$ cat src/rtl/pls_pkg.sv
// ----------------------------------------------------------------------------
// pls_pkg: shared definitions for the positional list store
// Sizes, command codes and the per-request control word that the decoder
// sends to every cell of the entry chain.
// ----------------------------------------------------------------------------
package pls_pkg;

  // Store geometry.
  localparam int CAPACITY   = 16;
  localparam int VALUE_BITS = 32;
  localparam int SLOT_BITS  = $clog2(CAPACITY);
  localparam int COUNT_BITS = $clog2(CAPACITY + 1);

  // Request field widths.
  localparam int CMD_BITS = 2;
  localparam int POS_BITS = 6;

  // Stream word widths, padded to whole bytes.
  localparam int IN_RAW_BITS   = CMD_BITS + POS_BITS + VALUE_BITS;
  localparam int IN_DATA_BITS  = ((IN_RAW_BITS + 7) / 8) * 8;
  localparam int OUT_RAW_BITS  = 1 + VALUE_BITS + COUNT_BITS;
  localparam int OUT_DATA_BITS = ((OUT_RAW_BITS + 7) / 8) * 8;

  // Position code that names the tail entry.
  localparam logic [POS_BITS-1:0] POS_TAIL = '1;

  typedef enum logic [CMD_BITS-1:0] {
    CMD_INSERT = 2'd0,
    CMD_READ   = 2'd1,
    CMD_REMOVE = 2'd2,
    CMD_UNUSED = 2'd3
  } cmd_t;

  // Control word broadcast to every cell in the cycle a request is taken.
  typedef struct packed {
    logic                 ins;   // accepted insert
    logic                 rem;   // accepted remove
    logic [SLOT_BITS-1:0] slot;  // target entry
  } cell_ctrl_t;

endpackage

$ cat src/rtl/pls_cell.sv
// ----------------------------------------------------------------------------
// pls_cell: one entry of the store
// Holds one value word. On an insert it takes the new word at the target or
// its lower neighbor's above it; on a remove at or below it, its upper one's.
// ----------------------------------------------------------------------------
module pls_cell (
  input  logic                            clk,
  input  pls_pkg::cell_ctrl_t             ctrl,
  input  logic [pls_pkg::SLOT_BITS-1:0]   cell_idx,
  input  logic [pls_pkg::VALUE_BITS-1:0]  new_val,
  input  logic [pls_pkg::VALUE_BITS-1:0]  lower_val,
  input  logic [pls_pkg::VALUE_BITS-1:0]  upper_val,
  output logic [pls_pkg::VALUE_BITS-1:0]  entry_val
);

  logic [pls_pkg::VALUE_BITS-1:0] entry_r;
  logic [pls_pkg::VALUE_BITS-1:0] entry_nxt;

  // Pick the source of this entry for the next cycle.
  always_comb begin
    entry_nxt = entry_r;
    if (ctrl.ins && (cell_idx > ctrl.slot)) begin
      entry_nxt = lower_val;
    end else if (ctrl.ins && (cell_idx == ctrl.slot)) begin
      entry_nxt = new_val;
    end else if (ctrl.rem && (cell_idx >= ctrl.slot)) begin
      entry_nxt = upper_val;
    end
  end

  // Payload register, no reset needed.
  always_ff @(posedge clk) begin
    entry_r <= entry_nxt;
  end

  assign entry_val = entry_r;

endmodule

$ cat src/rtl/pls_ctrl.sv
// ----------------------------------------------------------------------------
// pls_ctrl: request decoder and entry counter
// Checks each request against the current length, picks the target entry
// and keeps the number of entries held.
// ----------------------------------------------------------------------------
module pls_ctrl (
  input  logic                            clk,
  input  logic                            rst_n,
  input  logic                            take,
  input  logic [pls_pkg::CMD_BITS-1:0]    command,
  input  logic [pls_pkg::POS_BITS-1:0]    position,
  output pls_pkg::cell_ctrl_t             ctrl,
  output logic                            refused,
  output logic                            read_hit,
  output logic [pls_pkg::COUNT_BITS-1:0]  count_after
);

  logic [pls_pkg::COUNT_BITS-1:0] count_r;
  logic [pls_pkg::COUNT_BITS-1:0] count_nxt;
  logic                           pos_tail;
  logic                           pos_neg;
  logic [pls_pkg::POS_BITS:0]     pos_ext;
  logic [pls_pkg::POS_BITS:0]     count_ext;
  logic                           ins_ok;
  logic                           acc_ok;
  logic [pls_pkg::COUNT_BITS-1:0] last_idx;
  logic                           is_ins;
  logic                           is_read;
  logic                           is_rem;

  assign pos_tail  = (position == pls_pkg::POS_TAIL);
  assign pos_neg   = position[pls_pkg::POS_BITS-1];
  assign pos_ext   = {1'b0, position};
  assign count_ext = (pls_pkg::POS_BITS + 1)'(count_r);
  assign last_idx  = count_r - pls_pkg::COUNT_BITS'(1);

  assign is_ins  = (pls_pkg::cmd_t'(command) == pls_pkg::CMD_INSERT);
  assign is_read = (pls_pkg::cmd_t'(command) == pls_pkg::CMD_READ);
  assign is_rem  = (pls_pkg::cmd_t'(command) == pls_pkg::CMD_REMOVE);

  // Range checks against the current length.
  assign ins_ok = (count_r < pls_pkg::COUNT_BITS'(pls_pkg::CAPACITY)) &&
                  (pos_tail || (!pos_neg && (pos_ext <= count_ext)));
  assign acc_ok = (count_r != '0) &&
                  (pos_tail || (!pos_neg && (pos_ext < count_ext)));

  // Target entry: the tail maps to the append slot or the last entry.
  always_comb begin
    ctrl.ins  = take && is_ins && ins_ok;
    ctrl.rem  = take && is_rem && acc_ok;
    if (is_ins) begin
      ctrl.slot = pos_tail ? count_r[pls_pkg::SLOT_BITS-1:0]
                           : position[pls_pkg::SLOT_BITS-1:0];
    end else begin
      ctrl.slot = pos_tail ? last_idx[pls_pkg::SLOT_BITS-1:0]
                           : position[pls_pkg::SLOT_BITS-1:0];
    end
  end

  assign read_hit = is_read && acc_ok;
  assign refused  = !((is_ins && ins_ok) || ((is_read || is_rem) && acc_ok));

  // Length after the request.
  always_comb begin
    count_nxt = count_r;
    if (ctrl.ins) begin
      count_nxt = count_r + pls_pkg::COUNT_BITS'(1);
    end else if (ctrl.rem) begin
      count_nxt = last_idx;
    end
  end

  always_ff @(posedge clk) begin
    if (!rst_n) begin
      count_r <= '0;
    end else begin
      count_r <= count_nxt;
    end
  end

  assign count_after = count_nxt;

endmodule

$ cat src/rtl/positional_list_store_top.sv
// ----------------------------------------------------------------------------
// positional_list_store_top: bounded ordered list with positional access
// Streaming front end around a chain of entry cells and a request decoder.
// ----------------------------------------------------------------------------
// Each request inserts, reads or removes one entry at a position counted from
// the head; position -1 names the tail, and an insert at the current length
// appends. Every request returns one result with a status, the value read
// and the new length; a refused request leaves the store unchanged. A request
// is decoded and applied in the cycle it is accepted, with all cells shifting
// in parallel, and its result appears on the output register in the next cycle.
// The block takes one request per cycle: a new request is accepted whenever
// the output register is empty or its result is being taken in that cycle.
module positional_list_store_top (
  input  logic                                clk,
  input  logic                                rst_n,
  input  logic                                in_tvalid,
  output logic                                in_tready,
  // [1:0] command, [7:2] position, [39:8] value
  input  logic [pls_pkg::IN_DATA_BITS-1:0]    in_tdata,
  output logic                                out_tvalid,
  input  logic                                out_tready,
  // [0] status, [32:1] read_value, [37:33] entry_count, upper bits zero
  output logic [pls_pkg::OUT_DATA_BITS-1:0]   out_tdata
);

  localparam int POS_LO = pls_pkg::CMD_BITS;
  localparam int VAL_LO = pls_pkg::CMD_BITS + pls_pkg::POS_BITS;

  logic                                   take;
  logic [pls_pkg::CMD_BITS-1:0]           command;
  logic [pls_pkg::POS_BITS-1:0]           position;
  logic [pls_pkg::VALUE_BITS-1:0]         value;
  pls_pkg::cell_ctrl_t                    ctrl;
  logic                                   refused;
  logic                                   read_hit;
  logic [pls_pkg::COUNT_BITS-1:0]         count_after;
  logic [pls_pkg::VALUE_BITS-1:0]         entry_val [pls_pkg::CAPACITY];
  logic [pls_pkg::VALUE_BITS-1:0]         lower_val [pls_pkg::CAPACITY];
  logic [pls_pkg::VALUE_BITS-1:0]         upper_val [pls_pkg::CAPACITY];
  logic [pls_pkg::VALUE_BITS-1:0]         read_val;
  logic                                   out_valid_r;
  logic                                   out_valid_nxt;
  logic [pls_pkg::OUT_DATA_BITS-1:0]      out_data_r;
  logic [pls_pkg::OUT_DATA_BITS-1:0]      out_data_nxt;

  // Handshake and field unpacking.
  assign in_tready = !out_valid_r || out_tready;
  assign take      = in_tvalid && in_tready;
  assign command   = in_tdata[pls_pkg::CMD_BITS-1:0];
  assign position  = in_tdata[POS_LO +: pls_pkg::POS_BITS];
  assign value     = in_tdata[VAL_LO +: pls_pkg::VALUE_BITS];

  pls_ctrl u_ctrl (
    .clk         (clk),
    .rst_n       (rst_n),
    .take        (take),
    .command     (command),
    .position    (position),
    .ctrl        (ctrl),
    .refused     (refused),
    .read_hit    (read_hit),
    .count_after (count_after)
  );

  // Chain of entry cells; the ends feed back their own word.
  for (genvar g = 0; g < pls_pkg::CAPACITY; g++) begin : g_cell
    if (g == 0) begin : g_head
      assign lower_val[g] = entry_val[g];
    end else begin : g_inner_lo
      assign lower_val[g] = entry_val[g-1];
    end
    if (g == pls_pkg::CAPACITY - 1) begin : g_tail
      assign upper_val[g] = entry_val[g];
    end else begin : g_inner_hi
      assign upper_val[g] = entry_val[g+1];
    end

    pls_cell u_cell (
      .clk       (clk),
      .ctrl      (ctrl),
      .cell_idx  (pls_pkg::SLOT_BITS'(g)),
      .new_val   (value),
      .lower_val (lower_val[g]),
      .upper_val (upper_val[g]),
      .entry_val (entry_val[g])
    );
  end

  // Read port: the entry at the target slot, zero unless the read succeeds.
  assign read_val = read_hit ? entry_val[ctrl.slot] : '0;

  // Result register.
  always_comb begin
    out_valid_nxt = out_valid_r;
    out_data_nxt  = out_data_r;
    if (take) begin
      out_valid_nxt = 1'b1;
      out_data_nxt  = pls_pkg::OUT_DATA_BITS'({count_after, read_val, refused});
    end else if (out_tready) begin
      out_valid_nxt = 1'b0;
    end
  end

  always_ff @(posedge clk) begin
    if (!rst_n) begin
      out_valid_r <= 1'b0;
    end else begin
      out_valid_r <= out_valid_nxt;
    end
  end

  always_ff @(posedge clk) begin
    out_data_r <= out_data_nxt;
  end

  assign out_tvalid = out_valid_r;
  assign out_tdata  = out_data_r;

endmodule

$ cat config.mk
export PLATFORM = sky130hd
export DESIGN_NAME = positional_list_store_top
export DESIGN_NICKNAME = d
export VERILOG_FILES = /design/src/rtl/pls_pkg.sv /design/src/rtl/pls_cell.sv /design/src/rtl/pls_ctrl.sv /design/src/rtl/positional_list_store_top.sv
export SDC_FILE = /design/constraint.sdc
export NUM_CORES = 1
export LEC_CHECK = 0
export ABC_AREA = 1
export BUFFER_PORTS_ARGS = -buffer_cell sky130_fd_sc_hd__buf_2
export CAP_MARGIN = 15
export CELL_PAD_IN_SITES_DETAIL_PLACEMENT = 0
export CELL_PAD_IN_SITES_GLOBAL_PLACEMENT = 1
export CORE_UTILIZATION = 35
export CTS_BUF_LIST = sky130_fd_sc_hd__clkbuf_4 sky130_fd_sc_hd__clkbuf_8 sky130_fd_sc_hd__clkbuf_16
export DETAILED_ROUTE_END_ITERATION = 10
export PLACE_DENSITY_LB_ADDON = 0.12
export SYNTH_ARGS = -nofsm -noshare
export SYNTH_HDL_FRONTEND = slang
export SYNTH_SLANG_ARGS = --single-unit
$ cat constraint.sdc
create_clock -name clk -period 5.7 [get_ports clk]
set_input_delay 1.14 -clock clk [delete_from_list [all_inputs] [get_ports clk]]
set_output_delay 1.14 -clock clk [all_outputs]
set_load 0.05 [all_outputs]
* Yosys cells after proc, flatten, opt, wreduce, memory -nomap -nowiden *
Index checks and enable logic that the tools add are counted.

word-level totals
  register bits after elaboration = 556
  input port bits = 44

operators by class
  add/subtract/negate cells = 2
  $lt $le $gt $ge = 35
  eq/ne operators = 18
  mux-type cells = 56
  bitwise gates (word level) = 2
  reductions and logical operators = 88

operator list
  kind                                                                                 number
  32-bit 2-to-1 mux                                                                    48
  32-bit binary-select mux with 4-bit select                                           1
  1-bit logical AND                                                                    59
  3-bit nonzero test                                                                   14
  4-bit == test (first input constant)                                                 8
  4-bit > comparator (first input constant)                                            8
  4-bit greater-or-equal comparator (first input constant)                             7
  3-bit by 4-bit == test with 1-bit output (first input constant)                      4
  3-bit by 4-bit greater-or-equal comparator with 1-bit output (first input constant)  4
  3-bit by 4-bit > comparator with 1-bit output (first input constant)                 4
  4-bit 2-to-1 mux                                                                     3
  5-bit 2-to-1 mux                                                                     2
  2-bit by 4-bit == test with 1-bit output (first input constant)                      2
  1-bit by 4-bit greater-or-equal comparator with 1-bit output (first input constant)  2
  2-bit by 4-bit greater-or-equal comparator with 1-bit output (first input constant)  2
  1-bit by 4-bit > comparator with 1-bit output (first input constant)                 2
  2-bit by 4-bit > comparator with 1-bit output (first input constant)                 2
  6-bit == test (second input constant)                                                1
  6-bit by 5-bit <= comparator with 1-bit output                                       1
  6-bit by 5-bit < comparator with 1-bit output                                        1
  2-bit nonzero test                                                                   3
  5-bit by 1-bit adder with 5-bit output (second input constant)                       1
  5-bit greater-or-equal comparator (second input constant)                            1
  1-bit logical OR                                                                     5
  other kinds (13)                                                                     16

* Logic depth before layout (Yosys ltp) *
  depth in word-level cells = 9
  depth in mapped cells = 20

* Hierarchy *
A second synthesis with hierarchy kept.

unflattened totals
  cell total of the unflattened synthesis = 5965
  area total of the unflattened synthesis = 41568.6 sq um

by module, submodules not included
  module                            instances  cells an instance  area each (sq um)  seq. area each (sq um)
  pls_cell (g_cell[15].u_cell ...)  10         269                2077.0             960.9
  pls_cell (g_cell[0].u_cell ...)   6          269                2084.5             960.9
  positional_list_store_top         1          1537               7505.9             1161.1
  pls_ctrl                          1          124                785.8              100.1

* Least setup slack after synthesis *
Ideal clock, no wire load.

  path kind = input to register
  start = input port out_tready
  end = register g_cell[9].u_cell.entry_r, in the netlist g_cell[9].u_cell.entry_val[0] (enable)
  arrival time = 4957 ps
  data required time = 5268 ps
  path slack = 311 ps
  cell stages on the path = 10
  buffers on the path = 2
  cell sequence = inv_1 > nand2_1 > nand2_1 > inv_1 > nand3_1 > buf_4 > buf_2 > nand2_1 > inv_1 > a21oi_1

on the way
  cells in the longest elaborated chain, start to end = 6
  elaborated cells between the ends (all ways) = 10
  those cells by class = reduce/logical (10)

ends and longest elaborated chain
  item                                                line                                            text
  start, declared                                     positional_list_store_top.sv:21                 input logic out_tready,
  1-bit logical OR *                                  positional_list_store_top.sv:47                 assign in_tready = !out_valid_r || out_tready;
  net in_tready                                       positional_list_store_top.sv:17                 output logic in_tready,
  1-bit logical AND *                                 positional_list_store_top.sv:48                 assign take = in_tvalid && in_tready;
  1-bit logical AND (on tied branches) (2 in series)  pls_ctrl.sv:50, pls_ctrl.sv:49
  1-bit logical AND (on tied branches)                pls_cell.sv:26, pls_cell.sv:22, pls_cell.sv:24
  3-bit nonzero test (no line) *                      -
  end signal, assigned                                pls_cell.sv:33                                  entry_r <= entry_nxt;
  end, declared                                       pls_cell.sv:16                                  logic [pls_pkg::VALUE_BITS-1:0] entry_r;

Mark *: on every way through the listed nets, which the timed path passes. The rest lies on a longest branch.
A chain may end at the register's enable or synchronous reset.

* Worst setup path in the final report *
  start = input port in_tdata[0] (netlist name)
  end = register out_data_r, in the netlist out_tdata[26], data pin

on the way
  cells in the longest elaborated chain, start to end = 6
  elaborated cells between the ends (all ways) = 8
  those cells by class = eq/ne (1); mux (4); bitwise (1); reduce/logical (2)

ends and longest elaborated chain
  item                                                   line                              text
  start, declared                                        positional_list_store_top.sv:19   input logic [pls_pkg::IN_DATA_BITS-1:0] in_tdata,
  2-bit logical NOT                                      pls_ctrl.sv:37                    assign is_ins = (pls_pkg::cmd_t'(command) == pls_pkg::CMD_INSERT);
  4-bit 2-to-1 mux                                       pls_ctrl.sv:51                    if (is_ins) begin
  4-bit NOT with 5-bit output (implied by the code)      positional_list_store_top.sv:90   assign read_val = read_hit ? entry_val[ctrl.slot] : '0;
  32-bit binary-select mux with 4-bit select             positional_list_store_top.sv:90
  32-bit 2-to-1 mux (implied by the code) (2 in series)  positional_list_store_top.sv:90
  end signal, assigned                                   positional_list_store_top.sv:113  out_data_r <= out_data_nxt;
  end, declared                                          positional_list_store_top.sv:43   logic [pls_pkg::OUT_DATA_BITS-1:0] out_data_r;

Parallel ways exist; a longest one is shown, timed or not. The select of a mux whose other input is x is not followed.

==> results.tsv <==
metric	value	unit
Hold Crit Depth	2	
max frequency	0.233	GHz
P_int	7290	µW
vias post-DR	36000	
Netlist Area Pre-Place	37000	µm²
Peak VDD IR	185	µV
core area	104000	µm²
fin area	40800	µm²
synth warn	0	
final period utilization	75.2	%
die area	107000	µm²
clock slew at reported path FFs	60	ps
register area share after synthesis	45.0	%
placed cell area	38500	µm²
critical path arrival	4640	ps
Clk network pwr share	45.7	%
Yosys reg bits	556	
Area Growth Syn to Fin	10.3	%
setup TNS	0	ps
Top Ports	86	
status	finished clean	
final hold vios	0	
H-tree levels	3	
I/O Buffers	83	
Pleak	0.0191	µW
CTS root buffer	clkbuf_16	
register share of total power	45.4	%
PD cells	244	nW/µm²
post-layout instance count excluding filler cells	6599	
Synth Area in Simple Gates	42.0	%
Setup-failing EPs final	0	
drt wl/cell	24.9	µm
cells after synthesis	5307	
Max Slew Vio Count	0	
GR Overflow Total	0	
Comb pwr share	8.9	%
CTS sink count	556	
CP max FO	122	
hold_buf cts	0	
# Max-Cap Violations	0	
vias in the first global route	33300	
initial core utilization	35.5	%
Overall Global Routing Usage	30.3	%
deepest clock path buffer count	3	
Die Wd	327	µm
switching share of power	26.8	%
antenna-violating nets left	0	
fin crit period	4290	ps
register area	16600	µm²
CP startpoint kind	input pin	
critical register-to-register path startpoint	u_ctrl.count_r[2]	
RSZ-0062 raised after global routing	no	
global-route wire length before repair	241000	µm
Initial DRC Count	4455	
FF-to-FF path depth	15	
# fillers	11100	
fin nets	5224	
Worst R2R Setup Slack	1730	ps
vias per cell	5.45	
CTS Buf Count	72	
mux contribution to synthesized area	0	%
DR DRC count	0	
Hold WS	513	ps
Setup Skew	19.4	ps
Yosys cell types	33	
hpwl dp	105000	µm
XOR/XNOR Fraction of Synth Area	0.0474	%
Relative slew margins	25.7	%
Routed WL	165000	µm
Synth Area in Adders	0.372	%
Die Ht	327	µm
sw power	2670	µW
Worst Path Class, Setup	input pin to flip-flop	
hold path start	out_tvalid	
Routability Congestion	0.842	
diode count	0	
CTS tree	done	
worst-skew pair later-pin latency	650	ps
critical path endpoint category	flip-flop	
cell count after placement	6475	
DRT Pass-1 Iters	6	
hold endpoint	out_tvalid	
WP data required	6050	ps
antenna violations before repair	1	
row count	118	
Worst R2R End	g_cell[1].u_cell.entry_val[18]	
min-delay worst type	flip-flop to flip-flop	
largest net degree at the start of global routing	169	
Mean Syn Cell Area	6.96	µm²
share of cells above drive strength 1	7.17	%
Worst-Margin Slew	1110	ps
post-CTS setup buffers	0	
area taken by multi-input logic gates	16900	µm²
PostCTS Resize Cnt	0	
main combinational cell family by area after synthesis	simple AND/OR/NAND/NOR gates	
compound-cell area share of the yosys netlist	2.88	%
## power groups by stage
stage | logic, µW | clock network, µW | registers, µW
2_1_floorplan | 481 | 0 | 4640
3_3_place_gp | 869 | 0 | 4610
3_5_place_dp | 866 | 0 | 4610
4_1_cts | 868 | 4630 | 4520
5_1_grt | 951 | 4760 | 4530
6_report | 886 | 4550 | 4530
## final cells by class
type | instances | area share, %
timing repair buffer | 190 | 3.35
tap | 1380 | 4.24
multi-input combinational | 3855 | 41.5
sequential | 556 | 40.8
clock buffer | 97 | 5.14
inverter | 494 | 4.60
clock inverter | 27 | 0.378
## registers in the layout, indices dropped and copies added (netlist names)
signal,count
out_tdata,38
u_ctrl.count_r,5
g_cell.u_cell.entry_val,512
out_tvalid,1
## worst max path at each step
stage,from,endpoint,slack (ps),depth (start not counted)
finish,in_tdata[0],out_tdata[26],1410,17
global route,in_tdata[0],out_tdata[26],1270,17
CTS,in_tdata[0],out_tdata[26],1530,17
detailed placement,in_tdata[0],out_tdata[26],830,17
global placement,in_tdata[0],out_tdata[26],870,17
floorplan,out_tready,g_cell[9].u_cell.entry_val[0],310,10
## placed cells by master, fill, tap and decap left out, drive strengths merged, types with 9 or more instances in the layout
master     n
a21oi      9
buf      190
clkbuf    97
clkinv    23
edfxtp   550
ha        11
inv      496
nand2   2299
nand3   1192
nand3b    46
nor2     111
o211ai    15
o21ai    146
o21bai    18
## through the flow
stage	utilization, %	setup WS, ps	power [µW]
floorplan	-	311	5120
global placement	37.0	873	5480
detailed placement	37.0	834	5480
CTS	39.2	1530	10000
global route	39.2	1270	10200
finish	39.2	1410	9960
## logic make-up (layout without fill, tap and decap cells)
kind of cell / count (synthesis) / in the layout
compound gates: 191 / 191
xor+xnor: 2 / 2
flops: 556 / 556
other cells: 1 / 2
simple gates: 3649 / 3649
buf+inv: 897 / 808
fa+ha+maj: 11 / 11
## cell usage after synthesis, drive strengths merged
master / count / area share, %
nand2: 2299 / 23
nand3: 1192 / 16
edfxtp: 550 / 45
inv: 494 / 5.0
clkbuf: 225 / 2.3
buf: 178 / 2.4
o21ai: 146 / 2.0
nor2: 111 / 1.4
nand3b: 46 / 0.93
o21bai: 18 / 0.37
o211ai: 15 / 0.30
ha: 11 / 0.37
a21oi: 9 / 0.12
dfxtp: 6 / 0.32
a21boi: 2 / 0.051
xor2: 2 / 0.047
a22o: 1 / 0.024
conb: 1 / 0.010
or2: 1 / 0.017
## worst max-delay path, cell delays in order
cell and delay [ps]:
buf_2 90, inv_1 50, ha_1 270, inv_2 120, nand2_1 50, nand2_1 100, nand3_4 360, nand2_8 380
buf_12 500, buf_4 640, nand2_1 170, nand3_1 130, nand2_1 70, nand2_1 50, nand2_1 120, nor2_1 160
nor2_1 50
## routing by layer
layer	up-vias	global-route usage (%)	share of wire (%)
met5	-	0	0
met4	0	6.74	1.9
met3	181	5.21	9.6
met2	1746	43.5	41
met1	17200	46.7	47
li1	16900	-	-
Power figures use the tool's default switching activity.
